### src/hdl/vmra_pkg.sv
package vmra_pkg;

    // Ring geometry (RING_BYTES is a power of two)
    localparam int unsigned RING_BYTES   = 1024;
    localparam int unsigned HEADER_BYTES = 16;
    localparam int unsigned MAX_BATCH    = 64;
    localparam int unsigned MAX_WALK     = 128;

    localparam int unsigned POS_W   = 32;
    localparam int unsigned AW      = $clog2(RING_BYTES);
    localparam int unsigned SIZE_W  = 10;
    localparam int unsigned OFF_W   = 10;
    localparam int unsigned STEP_W  = $clog2(RING_BYTES + (1 << SIZE_W) + HEADER_BYTES);
    localparam int unsigned BATCH_W = $clog2(MAX_BATCH + 1);
    localparam int unsigned WALK_W  = $clog2(MAX_WALK + 1);

    typedef enum logic [1:0] {
        CMD_ALLOC   = 2'd0,
        CMD_COMMIT  = 2'd1,
        CMD_DEQUEUE = 2'd2,
        CMD_RELEASE = 2'd3
    } t_cmd;

    typedef enum logic [1:0] {
        ST_OK    = 2'd0,
        ST_FULL  = 2'd1,
        ST_EMPTY = 2'd2
    } t_status;

    typedef struct packed {
        t_cmd              cmd;
        logic [SIZE_W-1:0] req_bytes;
    } t_in_item;

    typedef struct packed {
        logic [OFF_W-1:0]  msg_offset;
        logic [SIZE_W-1:0] msg_bytes;
        t_status           status;
        logic              last_of_run;
    } t_out_item;

    // Stored header: padding mark and payload size
    typedef struct packed {
        logic              pad;
        logic [SIZE_W-1:0] bytes;
    } t_hdr;

    typedef enum logic [3:0] {
        OP_NOP,
        OP_LATCH,
        OP_COUNT,
        OP_AL_SUM,
        OP_AL_PAD,
        OP_AL_TAKE,
        OP_AL_FULL,
        OP_AL_WPAD,
        OP_AL_WHDR,
        OP_DQ_INIT,
        OP_DQ_READ,
        OP_DQ_EVAL,
        OP_DQ_DONE
    } t_dp_op;

    typedef struct packed {
        logic out_free;
        logic is_full;
        logic padded;
        logic hdr_pad;
        logic pend_valid;
        logic walk_more;
    } t_dp_stat;

    typedef enum logic [3:0] {
        S_IDLE,
        S_COUNT,
        S_AL_SUM,
        S_AL_PAD,
        S_AL_CHK,
        S_AL_FULL,
        S_AL_WPAD,
        S_AL_WHDR,
        S_DQ_INIT,
        S_DQ_READ,
        S_DQ_EVAL,
        S_DQ_DONE
    } t_state;

    // Ring offset of a position, cut to the reported offset width
    function automatic logic [OFF_W-1:0] to_msg_off(input logic [POS_W-1:0] pos);
        logic [POS_W-1:0] masked;
        masked = pos & POS_W'(RING_BYTES - 1);
        return masked[OFF_W-1:0];
    endfunction

endpackage

### src/hdl/vmra_ctrl.sv
module vmra_ctrl import vmra_pkg::*; (
    input  logic     i_clk,
    input  logic     i_rst_n,
    input  logic     i_in_valid,
    input  t_cmd     i_in_cmd,
    input  t_dp_stat i_stat,
    output logic     o_in_ready,
    output t_dp_op   o_op
);

    t_state r_state;
    t_state n_state;
    logic   eval_stall;

    // A new message cannot displace the pending one until the output slot frees
    assign eval_stall = !i_stat.hdr_pad && i_stat.pend_valid && !i_stat.out_free;

    // Hold state register
    always_ff @(posedge i_clk) begin
        if (!i_rst_n) begin
            r_state <= S_IDLE;
        end else begin
            r_state <= n_state;
        end
    end

    // Next state
    always_comb begin
        n_state = r_state;
        case (r_state)
            S_IDLE: begin
                if (i_in_valid) begin
                    case (i_in_cmd)
                        CMD_ALLOC:   n_state = S_AL_SUM;
                        CMD_DEQUEUE: n_state = S_DQ_INIT;
                        default:     n_state = S_COUNT;
                    endcase
                end
            end
            S_COUNT:   n_state = S_IDLE;
            S_AL_SUM:  n_state = S_AL_PAD;
            S_AL_PAD:  n_state = S_AL_CHK;
            S_AL_CHK: begin
                if (i_stat.is_full) begin
                    n_state = S_AL_FULL;
                end else if (i_stat.padded) begin
                    n_state = S_AL_WPAD;
                end else begin
                    n_state = S_AL_WHDR;
                end
            end
            S_AL_FULL: begin
                if (i_stat.out_free) begin
                    n_state = S_IDLE;
                end
            end
            S_AL_WPAD: n_state = S_AL_WHDR;
            S_AL_WHDR: begin
                if (i_stat.out_free) begin
                    n_state = S_IDLE;
                end
            end
            S_DQ_INIT: n_state = S_DQ_READ;
            S_DQ_READ: n_state = i_stat.walk_more ? S_DQ_EVAL : S_DQ_DONE;
            S_DQ_EVAL: begin
                if (!eval_stall) begin
                    n_state = S_DQ_READ;
                end
            end
            S_DQ_DONE: begin
                if (i_stat.out_free) begin
                    n_state = S_IDLE;
                end
            end
            default:   n_state = S_IDLE;
        endcase
    end

    // Datapath commands
    always_comb begin
        o_in_ready = 1'b0;
        o_op       = OP_NOP;
        case (r_state)
            S_IDLE: begin
                o_in_ready = i_rst_n;
                if (i_in_valid) begin
                    o_op = OP_LATCH;
                end
            end
            S_COUNT:   o_op = OP_COUNT;
            S_AL_SUM:  o_op = OP_AL_SUM;
            S_AL_PAD:  o_op = OP_AL_PAD;
            S_AL_CHK:  o_op = i_stat.is_full ? OP_NOP : OP_AL_TAKE;
            S_AL_FULL: o_op = i_stat.out_free ? OP_AL_FULL : OP_NOP;
            S_AL_WPAD: o_op = OP_AL_WPAD;
            S_AL_WHDR: o_op = i_stat.out_free ? OP_AL_WHDR : OP_NOP;
            S_DQ_INIT: o_op = OP_DQ_INIT;
            S_DQ_READ: o_op = i_stat.walk_more ? OP_DQ_READ : OP_NOP;
            S_DQ_EVAL: o_op = eval_stall ? OP_NOP : OP_DQ_EVAL;
            S_DQ_DONE: o_op = i_stat.out_free ? OP_DQ_DONE : OP_NOP;
            default:   o_op = OP_NOP;
        endcase
    end

endmodule

### config.mk
export PLATFORM = sky130hd
export DESIGN_NAME = vmra_ctrl
export DESIGN_NICKNAME = d
export VERILOG_FILES = /design/src/hdl/vmra_pkg.sv /design/src/hdl/vmra_ctrl.sv
export SDC_FILE = /design/constraint.sdc
export NUM_CORES = 1
export LEC_CHECK = 0
export BUFFER_PORTS_ARGS = -buffer_cell sky130_fd_sc_hd__clkbuf_2
export CORE_AREA = 2 2 39 41
export DETAILED_ROUTE_END_ITERATION = 7
export DIE_AREA = 0 0 41 43
export PLACE_DENSITY = 0.71
export SYNTH_ARGS = -nofsm -noshare
export SYNTH_HDL_FRONTEND = slang
export SYNTH_SLANG_ARGS = --single-unit
export TNS_END_PERCENT = 1
### constraint.sdc
create_clock -name i_clk -period 1.7 [get_ports i_clk]
set_input_delay 0.51 -clock i_clk [delete_from_list [all_inputs] [get_ports i_clk]]
set_output_delay 0.51 -clock i_clk [all_outputs]
set_load 0.03 [all_outputs]
==> results by group <==
Die
  – Starting Density: 0.346
  – Core area: 0.00138 sq mm
  – Die height: 43 microns
  – I/O Pins: 16
  – Die Wd: 41 microns
  – Row count: 14
  – Die ar.: 0.00176 sq mm

Setup path
  – Worst EP arrival: 1360 ps
  – Req. time, crit path: 1190 ps
  – Critical path type: flop to output pin
  – Critical path cell sequence: buf_6, nand3b_1, o21ai_1, nand3b_1, o21ai_2, clkbuf_8
  – Startpoint types: flop
  – Crit-path max cell delay: 350 ps
  – Cells on worst reg2reg path: 5
  – Crit-path leading delay family: flip-flops
  – Worst r2r dst: r_state[1]$_SDFFE_PN0P_
  – CP max stage cell: dfxtp_4
  – Worst path buffer plus inverter count: 2
  – Worst setup EP type: output pin
  – Critical path peak fanout: 8
  – CP most frequent cell: nand3b_1
  – FF-to-FF Start: r_state[0]$_SDFFE_PN0P_
  – Reg2Reg Setup Slack: 60 ps

CTS
  – Clock Sinks: 4
  – Cts hold-fix bufs: 0
  – Worst-Skew Late Latency: 240 ps
  – Clk pin slew, worst setup/hold paths: 40 ps
  – CTS H-tree lvls: 1
  – CTS tree: built
  – CTS Buf Count: 3
  – Root buffer cell: clkbuf_4
  – Worst-case clock buffer depth: 2

Power
  – Clock power frac: 0.119
  – Sequential Power Share: 0.164
  – Gate power share: 0.717
  – Total power: 1020 uW
  – Switch share: 0.436
  – Leakage power: 0.000365 uW
  – Worst IR Drop VDD: 581 uV
  – Pwr Density: 1260 mW/mm^2
  – Pint: 578 uW
  – Psw: 447 uW

Synth
  – #FFs+latches synth: 4
  – Area of the mapped netlist: 479 sq um
  – Post-Synth Simple-Gate Area: 0.399
  – Mapped Cells: 70
  – Post-synthesis mux area share: 0.0209
  – YS warnings: 0
  – Distinct cells, synth: 30
  – Synth Flop Type: dfxtp_1
  – EDFF count, synth: 0
  – Synth Area in XOR/XNOR: 0.0183
  – Largest family of logic cells by synthesized area: simple AND/OR/NAND/NOR gates
  – Compound-cell area share of the yosys netlist: 0.311
  – Synth Net Count: 81
  – Register area share after synthesis: 0.167
  – Avg Inst Size Synth: 6.85 sq um
  – Synth async-reset ratio: 0
  – Post-Synth Adder-Cell Area: 0

STA
  – Post-route setup slack: -172 ps
  – Clock Skew: 0.579 ps
  – Post-route minimum period: 1870 ps
  – Fmax: 0.534 GHz
  – Slew @ Worst Pin: 287 ps
  – Final Max Slew Viols: 0
  – Setup-failing EPs final: 5
  – Final hold vios: 0
  – RSZ-0062 raised after global routing: true
  – Final Cycle Share: 1.10
  – Rel. slew slack: 0.809

Worst hold path
  – Hold Path Sink: r_state[2]$_SDFFE_PN0P_
  – HP Start: i_rst_n
  – HP Class: input pin to flop
  – Worst Hold Depth: 3

Placement
  – Detailed Place HPWL: 1120 microns
  – Inst Count DP: 109
  – Placer Congestion: 0.822
  – Setup slack at placement: -253 ps
  – Port buffer count: 15

Global routing
  – Total GRT Usage: 0.206
  – Initial antenna violation count: 0
  – Remaining global-route overflow: 0
  – First-pass GRT wire length: 2550 microns
  – Pin count of the biggest net entering global routing: 15
  – Vias in the first global route: 620

Layout
  – Commonest non-fill, non-tap cell in the layout: buf_4
  – Multi-input gate area: 412 sq um
  – Area growth syn-to-layout: 69.2%
  – FF+latch area: 90.1 sq um
  – Fin cells: 113
  – Post-layout util: 0.586
  – Max reg flops: 4
  – Top Registers: r_state (4)
  – Nets@finish: 110
  – Largest reg by FF count: r_state
  – Fill count: 131
  – N_diodes: 0
  – Share of cells above drive strength 1: 0.474
  – Most frequent cells in the layout: 14 x buf_4, 9 x clkbuf_2, 6 x nand3b_1

Detailed routing
  – Final WL: 1550 microns
  – DR pass1 iterations: 4
  – DR vias: 635
  – DRC Markers: 0
  – Vias per cell: 5.62
  – Final ANT Viol Nets: 0
  – Initial DRC Count: 11
  – Avg WL per Cell: 13.7 microns

Run status
  – Violated checks: negative setup slack
  – Status: finished with violations

Run
  – Max-cap violation count: 0
## cell type report
type,count,area share
well taps,16,0.0247
inverters,3,0.0139
clock buffers,3,0.0278
repair buffers,31,0.315
multi-input cells,56,0.508
flip-flops and latches,4,0.111
## what timing repair did
action | 4_1_cts | 5_1_grt
setup buffers | 0 | 1
setup endpoints to repair | 5 | 5
endpoints found under the hold margin | 0 | 0
pin swaps | 4 | 2
gates resized for setup | 20 | 1
## through the flow
stage | TNS [ps] | cell area, sq um | hold slack, ps
global placement | -724 | 711 | 614
global route | -1020 | 811 | 575
floorplan | -117 | 524 | 627
detailed placement | -857 | 711 | 630
CTS | -694 | 803 | 567
finish | -712 | 811 | 567
## how the worst max path moves through the flow
| stage | startpoint | endpoint | slack [ps] | cells past startpoint |
|---|---|---|---|---|
| final | r_state[1]$_SDFFE_PN0P_ | o_op[1] | -170 | 6 |
| after global routing | r_state[1]$_SDFFE_PN0P_ | o_op[1] | -260 | 6 |
| after CTS | r_state[1]$_SDFFE_PN0P_ | o_op[1] | -170 | 6 |
| after detailed placement | i_stat[5] | o_op[3] | -250 | 6 |
| after global placement | i_stat[1] | o_op[0] | -190 | 5 |
| after floorplan | i_stat[1] | o_op[0] | -50 | 3 |
## cell families after synthesis
logic type,after synthesis
AND/OR/NAND/NOR,32
AO/OA/AOI/OAI,22
flip-flops,4
buffers and inverters,10
XOR/XNOR,1
multiplexers,1
## power groups by stage
stage | clock (uW) | sequential, uW | combinational, uW
finish | 122 | 168 | 734
global route | 132 | 170 | 790
CTS | 122 | 168 | 718
detailed placement | 0 | 159 | 626
global placement | 0 | 156 | 619
floorplan | 0 | 133 | 448
## layer usage
metal / part of all wire / global-route usage / vias to the layer above / wire (microns)
met1: 0.45 / 0.263 / 306 / 695
met2: 0.52 / 0.328 / 10 / 804
li1: - / - / 319 / -
met4: 0 / 0.0733 / 0 / 0
met5: 0 / 0 / - / 0
met3: 0.030 / 0.0366 / 0 / 46
## worst min-delay path, cell delays in order
cell	delay, ps
clkbuf_2	110
nand2b_4	90
nor2_1	50
## cells in the mapped netlist, drive strengths merged, types with 2 or more instances
cell | number | area [sq um]
clkbuf | 4 | 15.0
nor3 | 2 | 10.0
o21ai | 6 | 30.0
a21oi | 5 | 25.0
dfxtp | 4 | 80.1
nor3b | 2 | 15.0
inv | 3 | 11.3
nand4 | 2 | 12.5
nand3b | 6 | 45.0
or4 | 2 | 15.0
nor2 | 3 | 11.3
o32ai | 2 | 17.5
nand2 | 5 | 18.8
a21o | 2 | 15.0
nor2b | 2 | 12.5
buf | 3 | 13.8
nand2b | 5 | 31.3
No activity file was read; power rests on OpenSTA's default activity.
